File: src/rtl/dpr_pkg.sv
// Shared types and constants for the DAC persistence rate limiter.
`timescale 1ns / 1ps

package dpr_pkg;

  localparam int DAC_BITS = 12;
  localparam int TIME_W   = 32;
  localparam int ADDR_W   = 4;
  localparam int DATA_W   = 32;

  // request types
  localparam logic REQ_LEVEL = 1'b0;
  localparam logic REQ_TICK  = 1'b1;

  // write kinds (device commands 0x40 and 0x60)
  localparam logic WK_VOLATILE    = 1'b0;
  localparam logic WK_NONVOLATILE = 1'b1;

  localparam logic [7:0] CMD_VOLATILE    = 8'h40;
  localparam logic [7:0] CMD_NONVOLATILE = 8'h60;

  // register indexes (paddr[3:2])
  localparam logic [1:0] REG_PERSIST_ENABLE  = 2'd0;
  localparam logic [1:0] REG_SAVE_THRESHOLD  = 2'd1;
  localparam logic [1:0] REG_MIN_INTERVAL_MS = 2'd2;
  localparam logic [1:0] REG_SAVE_DELAY_MS   = 2'd3;

  localparam logic [DAC_BITS-1:0] THRESHOLD_RST   = DAC_BITS'(41);
  localparam logic [TIME_W-1:0]   MIN_INTERVAL_RST = TIME_W'(60000);
  localparam logic [TIME_W-1:0]   SAVE_DELAY_RST  = TIME_W'(1000);

  typedef struct packed {
    logic                persist_enable;
    logic [DAC_BITS-1:0] save_threshold;
    logic [TIME_W-1:0]   min_interval_ms;
    logic [TIME_W-1:0]   save_delay_ms;
  } cfg_t;

  typedef struct packed {
    logic                req_type;
    logic [DAC_BITS-1:0] level_code;
    logic [TIME_W-1:0]   now_ms;
  } item_t;

  typedef struct packed {
    logic                valid;
    logic                write_kind;
    logic [DAC_BITS-1:0] dac_code;
  } res_t;

endpackage

File: src/rtl/dpr_if.sv
// Handshake channels for request items and result items.
`timescale 1ns / 1ps

interface dpr_req_if import dpr_pkg::*; ();
  logic                valid;
  logic                ready;
  logic                req_type;
  logic [DAC_BITS-1:0] level_code;
  logic [TIME_W-1:0]   now_ms;

  modport source (output valid, req_type, level_code, now_ms, input ready);
  modport sink   (input valid, req_type, level_code, now_ms, output ready);
endinterface

interface dpr_res_if import dpr_pkg::*; ();
  logic                valid;
  logic                ready;
  logic                write_kind;
  logic [DAC_BITS-1:0] dac_code;

  modport source (output valid, write_kind, dac_code, input ready);
  modport sink   (input valid, write_kind, dac_code, output ready);
endinterface

File: src/rtl/dpr_cfg_regs.sv
// APB configuration registers.
`timescale 1ns / 1ps

module dpr_cfg_regs import dpr_pkg::*; (
  input  logic              clk,
  input  logic              rst,
  input  logic              psel,
  input  logic              penable,
  input  logic              pwrite,
  input  logic [ADDR_W-1:0] paddr,
  input  logic [DATA_W-1:0] pwdata,
  output logic [DATA_W-1:0] prdata,
  output logic              pready,
  output cfg_t              cfg
);

  logic       wr_en;
  logic [1:0] reg_idx;

  assign pready  = 1'b1;
  assign reg_idx = paddr[ADDR_W-1:2];
  assign wr_en   = psel && penable && pwrite;

  always_ff @(posedge clk) begin
    if (rst) begin
      cfg.persist_enable  <= 1'b0;
      cfg.save_threshold  <= THRESHOLD_RST;
      cfg.min_interval_ms <= MIN_INTERVAL_RST;
      cfg.save_delay_ms   <= SAVE_DELAY_RST;
    end else if (wr_en) begin
      case (reg_idx)
        REG_PERSIST_ENABLE:  cfg.persist_enable  <= pwdata[0];
        REG_SAVE_THRESHOLD:  cfg.save_threshold  <= pwdata[DAC_BITS-1:0];
        REG_MIN_INTERVAL_MS: cfg.min_interval_ms <= pwdata[TIME_W-1:0];
        REG_SAVE_DELAY_MS:   cfg.save_delay_ms   <= pwdata[TIME_W-1:0];
        default: ;
      endcase
    end
  end

  always_comb begin
    case (reg_idx)
      REG_PERSIST_ENABLE:  prdata = DATA_W'(cfg.persist_enable);
      REG_SAVE_THRESHOLD:  prdata = DATA_W'(cfg.save_threshold);
      REG_MIN_INTERVAL_MS: prdata = DATA_W'(cfg.min_interval_ms);
      REG_SAVE_DELAY_MS:   prdata = DATA_W'(cfg.save_delay_ms);
      default:             prdata = '0;
    endcase
  end

endmodule

File: src/rtl/dpr_core.sv
// Save scheduling state and the per-item decision logic.
`timescale 1ns / 1ps

module dpr_core import dpr_pkg::*; (
  input  logic  clk,
  input  logic  rst,
  input  cfg_t  cfg,
  input  logic  adv,
  input  item_t item,
  output res_t  res
);

  logic [DAC_BITS-1:0] persisted_code;
  logic                persisted_known;
  logic [TIME_W-1:0]   last_save_time;
  logic                save_pending;
  logic [DAC_BITS-1:0] pending_code;
  logic [TIME_W-1:0]   save_due_time;

  logic [DAC_BITS-1:0] abs_diff;
  logic [TIME_W-1:0]   since_save;
  logic [TIME_W-1:0]   past_due;
  logic                is_level;
  logic                arm;
  logic                fire;

  always_comb begin
    is_level = (item.req_type == REQ_LEVEL);
    abs_diff = (item.level_code >= persisted_code) ? item.level_code - persisted_code
                                                   : persisted_code - item.level_code;
    since_save = item.now_ms - last_save_time;
    past_due   = item.now_ms - save_due_time;
    arm  = is_level && cfg.persist_enable
           && (!persisted_known || abs_diff >= cfg.save_threshold)
           && (since_save >= cfg.min_interval_ms);
    // wrap-safe: due once the difference is non-negative as a signed value
    fire = !is_level && save_pending && !past_due[TIME_W-1];

    res.valid      = is_level || fire;
    res.write_kind = is_level ? WK_VOLATILE : WK_NONVOLATILE;
    res.dac_code   = is_level ? item.level_code : pending_code;
  end

  always_ff @(posedge clk) begin
    if (rst) begin
      persisted_code  <= '0;
      persisted_known <= 1'b0;
      last_save_time  <= '0;
      save_pending    <= 1'b0;
      pending_code    <= '0;
      save_due_time   <= '0;
    end else if (adv) begin
      if (arm) begin
        save_pending  <= 1'b1;
        pending_code  <= item.level_code;
        save_due_time <= item.now_ms + cfg.save_delay_ms;
      end else if (fire) begin
        save_pending    <= 1'b0;
        persisted_code  <= pending_code;
        persisted_known <= 1'b1;
        last_save_time  <= item.now_ms;
      end
    end
  end

endmodule

File: src/rtl/dac_persist_rate_limiter.sv
// Top level: input register, decision core, result register and APB registers.
`timescale 1ns / 1ps

// Takes one item per cycle, back to back, while the result side does not stall;
// items pass the input register, then the result register. The core reads and
// updates its save state in the same cycle, setting that rate. A new level always
// gives a volatile write result; a tick gives a non-volatile write result only
// when an armed save is due, otherwise nothing. A stalled result holds the
// pipeline; req.ready follows res.ready combinationally. The user must write
// configuration over APB only while no item is in flight; the block does not enforce this.
module dac_persist_rate_limiter import dpr_pkg::*; (
  input  logic              clk,
  input  logic              rst,
  dpr_req_if.sink           req,
  dpr_res_if.source         res,
  input  logic              psel,
  input  logic              penable,
  input  logic              pwrite,
  input  logic [ADDR_W-1:0] paddr,
  input  logic [DATA_W-1:0] pwdata,
  output logic [DATA_W-1:0] prdata,
  output logic              pready
);

  cfg_t  cfg;
  item_t s1_item;
  logic  s1_valid;
  logic  s1_adv;
  res_t  core_res;
  logic  out_free;

  dpr_cfg_regs u_cfg (
    .clk     (clk),
    .rst     (rst),
    .psel    (psel),
    .penable (penable),
    .pwrite  (pwrite),
    .paddr   (paddr),
    .pwdata  (pwdata),
    .prdata  (prdata),
    .pready  (pready),
    .cfg     (cfg)
  );

  assign out_free  = !res.valid || res.ready;
  assign s1_adv    = s1_valid && out_free;
  assign req.ready = !s1_valid || out_free;

  always_ff @(posedge clk) begin
    if (rst) begin
      s1_valid <= 1'b0;
    end else if (req.ready) begin
      s1_valid <= req.valid;
    end
  end

  always_ff @(posedge clk) begin
    if (req.valid && req.ready) begin
      s1_item.req_type   <= req.req_type;
      s1_item.level_code <= req.level_code;
      s1_item.now_ms     <= req.now_ms;
    end
  end

  dpr_core u_core (
    .clk  (clk),
    .rst  (rst),
    .cfg  (cfg),
    .adv  (s1_adv),
    .item (s1_item),
    .res  (core_res)
  );

  always_ff @(posedge clk) begin
    if (rst) begin
      res.valid <= 1'b0;
    end else if (out_free) begin
      res.valid <= s1_adv && core_res.valid;
    end
  end

  always_ff @(posedge clk) begin
    if (s1_adv && core_res.valid) begin
      res.write_kind <= core_res.write_kind;
      res.dac_code   <= core_res.dac_code;
    end
  end

  // a level item always yields a volatile write
  a_level_gives_volatile: assert property (@(posedge clk) disable iff (rst)
    s1_adv && s1_item.req_type == REQ_LEVEL |=>
      res.valid && res.write_kind == WK_VOLATILE)
    else $error("level item gave no volatile write");

  // a due save shows up as a non-volatile write carrying the pending code
  a_fire_gives_nonvolatile: assert property (@(posedge clk) disable iff (rst)
    s1_adv && s1_item.req_type == REQ_TICK && core_res.valid |=>
      res.valid && res.write_kind == WK_NONVOLATILE
      && res.dac_code == $past(core_res.dac_code))
    else $error("due save not delivered");

  // an item held in the input register stays put while the result side stalls
  a_s1_holds: assert property (@(posedge clk) disable iff (rst)
    s1_valid && !s1_adv |=> s1_valid && $stable(s1_item))
    else $error("input register lost an item under stall");

endmodule
File: src/flat_wrapper.sv
// flat-port wrapper written by rule: the top's interface ports become plain ports
module dac_persist_rate_limiter_flat import dpr_pkg::*;
  (clk, rst, psel, penable, pwrite, paddr, pwdata, prdata, pready, req_valid, req_req_type, req_level_code, req_now_ms, req_ready, res_valid, res_write_kind, res_dac_code, res_ready);
  dpr_req_if req_i ();
  dpr_res_if res_i ();
  input  logic clk;
  input  logic rst;
  input  logic psel;
  input  logic penable;
  input  logic pwrite;
  input  logic [ADDR_W-1:0] paddr;
  input  logic [DATA_W-1:0] pwdata;
  output logic [DATA_W-1:0] prdata;
  output logic pready;
  input wire logic [$bits(req_i.valid)-1:0] req_valid;
  input wire logic [$bits(req_i.req_type)-1:0] req_req_type;
  input wire logic [$bits(req_i.level_code)-1:0] req_level_code;
  input wire logic [$bits(req_i.now_ms)-1:0] req_now_ms;
  output wire logic [$bits(req_i.ready)-1:0] req_ready;
  output wire logic [$bits(res_i.valid)-1:0] res_valid;
  output wire logic [$bits(res_i.write_kind)-1:0] res_write_kind;
  output wire logic [$bits(res_i.dac_code)-1:0] res_dac_code;
  input wire logic [$bits(res_i.ready)-1:0] res_ready;
  assign req_i.valid = req_valid;
  assign req_i.req_type = req_req_type;
  assign req_i.level_code = req_level_code;
  assign req_i.now_ms = req_now_ms;
  assign req_ready = req_i.ready;
  assign res_valid = res_i.valid;
  assign res_write_kind = res_i.write_kind;
  assign res_dac_code = res_i.dac_code;
  assign res_i.ready = res_ready;
  dac_persist_rate_limiter u_core (.clk(clk), .rst(rst), .req(req_i), .res(res_i), .psel(psel), .penable(penable), .pwrite(pwrite), .paddr(paddr), .pwdata(pwdata), .prdata(prdata), .pready(pready));
endmodule
File: config.mk
export PLATFORM = sky130hd
export DESIGN_NAME = dac_persist_rate_limiter_flat
export DESIGN_NICKNAME = d
export VERILOG_FILES = /design/src/rtl/dpr_pkg.sv /design/src/rtl/dpr_if.sv /design/src/rtl/dpr_cfg_regs.sv /design/src/rtl/dpr_core.sv /design/src/rtl/dac_persist_rate_limiter.sv /design/src/flat_wrapper.sv
export SDC_FILE = /design/constraint.sdc
export NUM_CORES = 1
export LEC_CHECK = 0
export ABC_CLOCK_PERIOD_IN_PS = 4220
export BUFFER_PORTS_ARGS = -buffer_cell sky130_fd_sc_hd__buf_2
export CAP_MARGIN = 40
export CELL_PAD_IN_SITES_DETAIL_PLACEMENT = 2
export CELL_PAD_IN_SITES_GLOBAL_PLACEMENT = 2
export CORE_MARGIN = 2
export CORE_UTILIZATION = 34
export DETAILED_ROUTE_END_ITERATION = 10
export GPL_TIMING_DRIVEN = 0
export PLACE_DENSITY = 0.87
export SETUP_SLACK_MARGIN = 0.02
export SKIP_CTS_REPAIR_TIMING = 1
export SYNTH_ARGS = -nofsm -noshare
export SYNTH_HDL_FRONTEND = slang
export SYNTH_HIERARCHICAL = 1
export SYNTH_SLANG_ARGS = --single-unit
File: constraint.sdc
create_clock -name clk -period 4.22 [get_ports clk]
set_input_delay 0.211 -clock clk [delete_from_list [all_inputs] [get_ports clk]]
set_output_delay 0.211 -clock clk [all_outputs]
set_load 0.05 [all_outputs]
==> summary.md <==
• 58 — number of flops mapped to enable cells by yosys
• 45 — Setup violations, final
• 0.868 — weighted congestion reported at the end of routability-driven placement
• 32 — pin count of the biggest net entering global routing
• 0 — DRC violation count after routing
• 0.343 — initial core utilization
• 1,743 — number of standard cells after synthesis
• 3 — CTS max path bufs
• 45,800 µm — HPWL after detailed placement
• sky130_fd_sc_hd__nand2_1 (181), sky130_fd_sc_hd__dfxtp_1 (169), sky130_fd_sc_hd__inv_1 (158) — most frequent cells in the layout
• 28.2 µm — average detailed-routed wire length per instance
• 1000 ps — Least-Margin Pin Slew
• 15,500 µm² — Syn Std Cell Area
• 15,900 — vias in the first global route
• 3 — Cells on Worst Hold Path
• 9800 µm² — multi-input gate area in the final layout
• sky130_fd_sc_hd__clkbuf_16 — library cell used as clock root buffer
• sky130_fd_sc_hd__dfxtp_1 — flip-flop cell with the highest count after synthesis
• -1430 ps — worst-case setup margin in the final layout
• 7.88 nW — Static Leak
• 6170 ps — data arrival time of the worst path
• built — TritonCTS clock tree
• 0.331 — post-synthesis sequential area ratio
• input port to register — path category of the worst min-delay check
• 73,900 µm — Post-Route WL
• 0.174 — ratio of cells with drive above 1 in the final layout
• yes — setup repair after global routing missed its margin
• 1 — maximum level of the CTS H-tree
• 91 — synth unique cells
• 0.00416 W — Internal Power
• 0.270 mV — worst vdd rail ir drop
• 0.186 — combinational share of power
• 0.427 — share of total power in the clock network
• 5.84 — number of vias per cell
• 4740 ps — worst path required time
• 310 nW/µm² — total power density per cell area
• 94,600 µm — first-pass GRT wire length
• 0.00187 W — switching power
• register to register — critical path type
• 130 — quantity of I/O buffers inserted on ports
• 1.34 — ratio of final minimum period to clock period
• 600 ps — insertion delay of the later-clocked pin in the worst-skew pair
• 0.310 — net switching fraction of the power
• register — startpoint kind of the worst setup timing path
• 5120 µm² — area taken by flip-flops and latches
• 227 — flip-flop and latch count after synthesis
• 25.3% — signed area change from the synthesized netlist to the final layout
• 217 µm — die width
• sky130_fd_sc_hd__nand2_1 — most common cell after layout, fill and taps aside
• 0.387 — Sequential Power Share
• 0.261 — total track usage
• 2,622 — count of placed standard cells in the final layout, fillers left out
• 22 — depth of the most critical reg-to-reg path
• 78 — standard-cell rows
• 32.5 ps — Worst Clk Skew
• 45,200 µm² — core region area
• -31.3 ps — hold_ws
• 47,300 µm² — die area
• 8.89 µm² — average size of a mapped cell
• 3 — antenna violations before repair
• 0.177 GHz — highest attainable clock frequency
• register — critical path capture point type
• 5650 ps — post-layout min period
• 1,994 — Post-Syn Nets
• 217 µm — y dimension of the die
• finished, violations left — status
• 1,126 — DR iter-0 viols
• 6 — biggest fanout along the worst timing path
• 0 — post-route antenna net violation count
• 0.331 — relative slew slack
• hold timing, setup timing — failing checks
• 0 — global route overflow
• 15,300 — Via Count
• 60 ps — clock-pin slew reported for the worst setup and hold paths after clock tree synthesis
• 227 — CTS Sinks
• 136 — number of primary I/O pins
• 0 — max-cap violations
• 0 — number of slew-limit violations in the final report
• 4 — number of hold-slack violations in the final timing report
• 6 — number of warning messages in the yosys log
• 2,475 — number of cells in the design after placement
• 4 — First-pass DRT Iterations
• 4,856 — Filler Cell Count
• 28 — number of buffers created by CTS
• 2,249 — Post-layout nets
• 0 — post-synthesis async set-or-reset flop share
-- worst paths after layout --
path                                         start                          endpoint  slack (ps)
hold / removal                           pwdata[6]               u_core/u_cfg/cfg[6]         -30
hold reg to reg   u_core/u_core/last_save_time[18]  u_core/u_core/last_save_time[18]         460
setup / recovery                 u_core/s1_item[0]   u_core/u_core/save_due_time[23]       -1430
setup reg to reg                 u_core/s1_item[0]   u_core/u_core/save_due_time[23]       -1430
-- cell type report --
| cell class | count | share of cell area |
|---|---|---|
| diodes | 2 | 0.000258 |
| plain buffers | 76 | 0.0284 |
| clock buffers | 40 | 0.0437 |
| clock inverters | 12 | 0.00457 |
| inverters | 162 | 0.0313 |
| multi-input cells | 1278 | 0.504 |
| flip-flops and latches | 227 | 0.264 |
| well taps | 600 | 0.0387 |
| repair buffers | 225 | 0.0848 |
-- power groups by stage --
stage / registers (W) / logic [W] / clock network (W)
5_1_grt: 0.00234 / 0.00118 / 0.00269
3_3_place_gp: 0.00238 / 0.000867 / 0
2_1_floorplan: 0.00237 / 0.000611 / 0
4_1_cts: 0.00234 / 0.000957 / 0.00257
3_5_place_dp: 0.00238 / 0.000930 / 0
6_report: 0.00234 / 0.00112 / 0.00257
-- stage by stage --
step | total power, W | TNS (ps) | worst slack, ps | util | cell area, µm²
floorplan | 0.00298 | 0 | 10.8 | - | 15600
global placement | 0.00325 | -94940 | -2280 | 0.377 | 17000
detailed placement | 0.00331 | -104750 | -2490 | 0.377 | 17100
CTS | 0.00586 | -110050 | -2590 | 0.398 | 18000
global route | 0.00620 | -57740 | -1500 | 0.430 | 19400
finish | 0.00603 | -51200 | -1430 | 0.430 | 19400
-- synth_stat cells (5+ instances only) --
cell                        count  area [µm²]
sky130_fd_sc_hd__nor3_1        18        90.1
sky130_fd_sc_hd__nand4_1       11        68.8
sky130_fd_sc_hd__nor2_1        98         368
sky130_fd_sc_hd__o21bai_1      10        75.1
sky130_fd_sc_hd__a21o_1        41         308
sky130_fd_sc_hd__a21oi_1      128         641
sky130_fd_sc_hd__o21a_1         9        67.6
sky130_fd_sc_hd__o21ai_1        5        25.0
sky130_fd_sc_hd__nand3_1       18        90.1
sky130_fd_sc_hd__o211ai_1      10        75.1
sky130_fd_sc_hd__mux2i_1      147        1470
sky130_fd_sc_hd__nor4_1         6        37.5
sky130_fd_sc_hd__ha_1         159        1990
sky130_fd_sc_hd__and3_1        10        62.6
sky130_fd_sc_hd__a22o_1        12         105
sky130_fd_sc_hd__inv_1        162         608
sky130_fd_sc_hd__buf_2         16        80.1
sky130_fd_sc_hd__o21ai_0       62         310
sky130_fd_sc_hd__o2111ai_1      6        52.6
sky130_fd_sc_hd__a311o_1        6        60.1
sky130_fd_sc_hd__nand2b_1      95         594
sky130_fd_sc_hd__xnor2_1       36         315
sky130_fd_sc_hd__clkbuf_1      43         161
sky130_fd_sc_hd__buf_6          5        56.3
sky130_fd_sc_hd__a21boi_0       5        37.5
sky130_fd_sc_hd__nor2b_1       36         225
sky130_fd_sc_hd__a31oi_1        9        56.3
sky130_fd_sc_hd__and2_1        13        81.3
sky130_fd_sc_hd__xor2_1        18         158
sky130_fd_sc_hd__dfxtp_1      169        3380
sky130_fd_sc_hd__mux2_2        14         158
sky130_fd_sc_hd__o31ai_1        8        60.1
sky130_fd_sc_hd__edfxtp_1      58        1740
sky130_fd_sc_hd__nand2_1      186         698
sky130_fd_sc_hd__a211oi_1      13        97.6
-- worst max-delay path, stage by stage, from the launching register on --
cell,delay [ps]
sky130_fd_sc_hd__edfxtp_1,480
sky130_fd_sc_hd__inv_1,120
sky130_fd_sc_hd__ha_2,200
sky130_fd_sc_hd__inv_2,50
sky130_fd_sc_hd__fa_2,420
sky130_fd_sc_hd__a21oi_4,180
sky130_fd_sc_hd__o21ai_2,80
sky130_fd_sc_hd__a311oi_2,420
sky130_fd_sc_hd__o211ai_1,350
sky130_fd_sc_hd__a31oi_4,390
sky130_fd_sc_hd__o21ai_4,130
sky130_fd_sc_hd__a311oi_2,310
sky130_fd_sc_hd__xnor2_1,130
sky130_fd_sc_hd__ha_1,330
sky130_fd_sc_hd__a21o_1,190
sky130_fd_sc_hd__a21oi_4,90
sky130_fd_sc_hd__a211oi_4,200
sky130_fd_sc_hd__buf_12,160
sky130_fd_sc_hd__o2111ai_4,210
sky130_fd_sc_hd__and2_4,280
sky130_fd_sc_hd__buf_12,150
sky130_fd_sc_hd__nor4_1,480
sky130_fd_sc_hd__a311o_1,210
-- routing by layer --
metal / share of wire / GRT usage
met4: 0.067 / 0.125
met1: 0.40 / 0.313
met3: 0.049 / 0.0356
met2: 0.49 / 0.457
met5: 0 / 0
-- cell families (layout without fill, tap and decap cells) --
| logic type | count (synthesis) | after routing | share of synthesized area |
|---|---|---|---|
| other cells | 1 | 3 | 0.000242 |
| compound gates | 373 | 373 | 0.161 |
| buf+inv | 238 | 515 | 0.0678 |
| simple gates | 525 | 525 | 0.169 |
| fa+ha+maj | 163 | 163 | 0.134 |
| flops | 227 | 227 | 0.331 |
| mux | 162 | 162 | 0.107 |
| xor+xnor | 54 | 54 | 0.0305 |
-- state kept, by name, indices dropped and copies added, names as in the netlist --
register,cells
u_core/u_cfg/cfg,77
u_core/s1_item,45
u_core/u_core/last_save_time,32
u_core/u_core/save_due_time,32
u_core/res.dac_code,12
u_core/u_core/pending_code,12
u_core/u_core/persisted_code,12
u_core/res.valid,1
u_core/res.write_kind,1
u_core/s1_valid,1
u_core/u_core/persisted_known,1
u_core/u_core/save_pending,1
No activity file was read; power rests on OpenSTA's default activity.
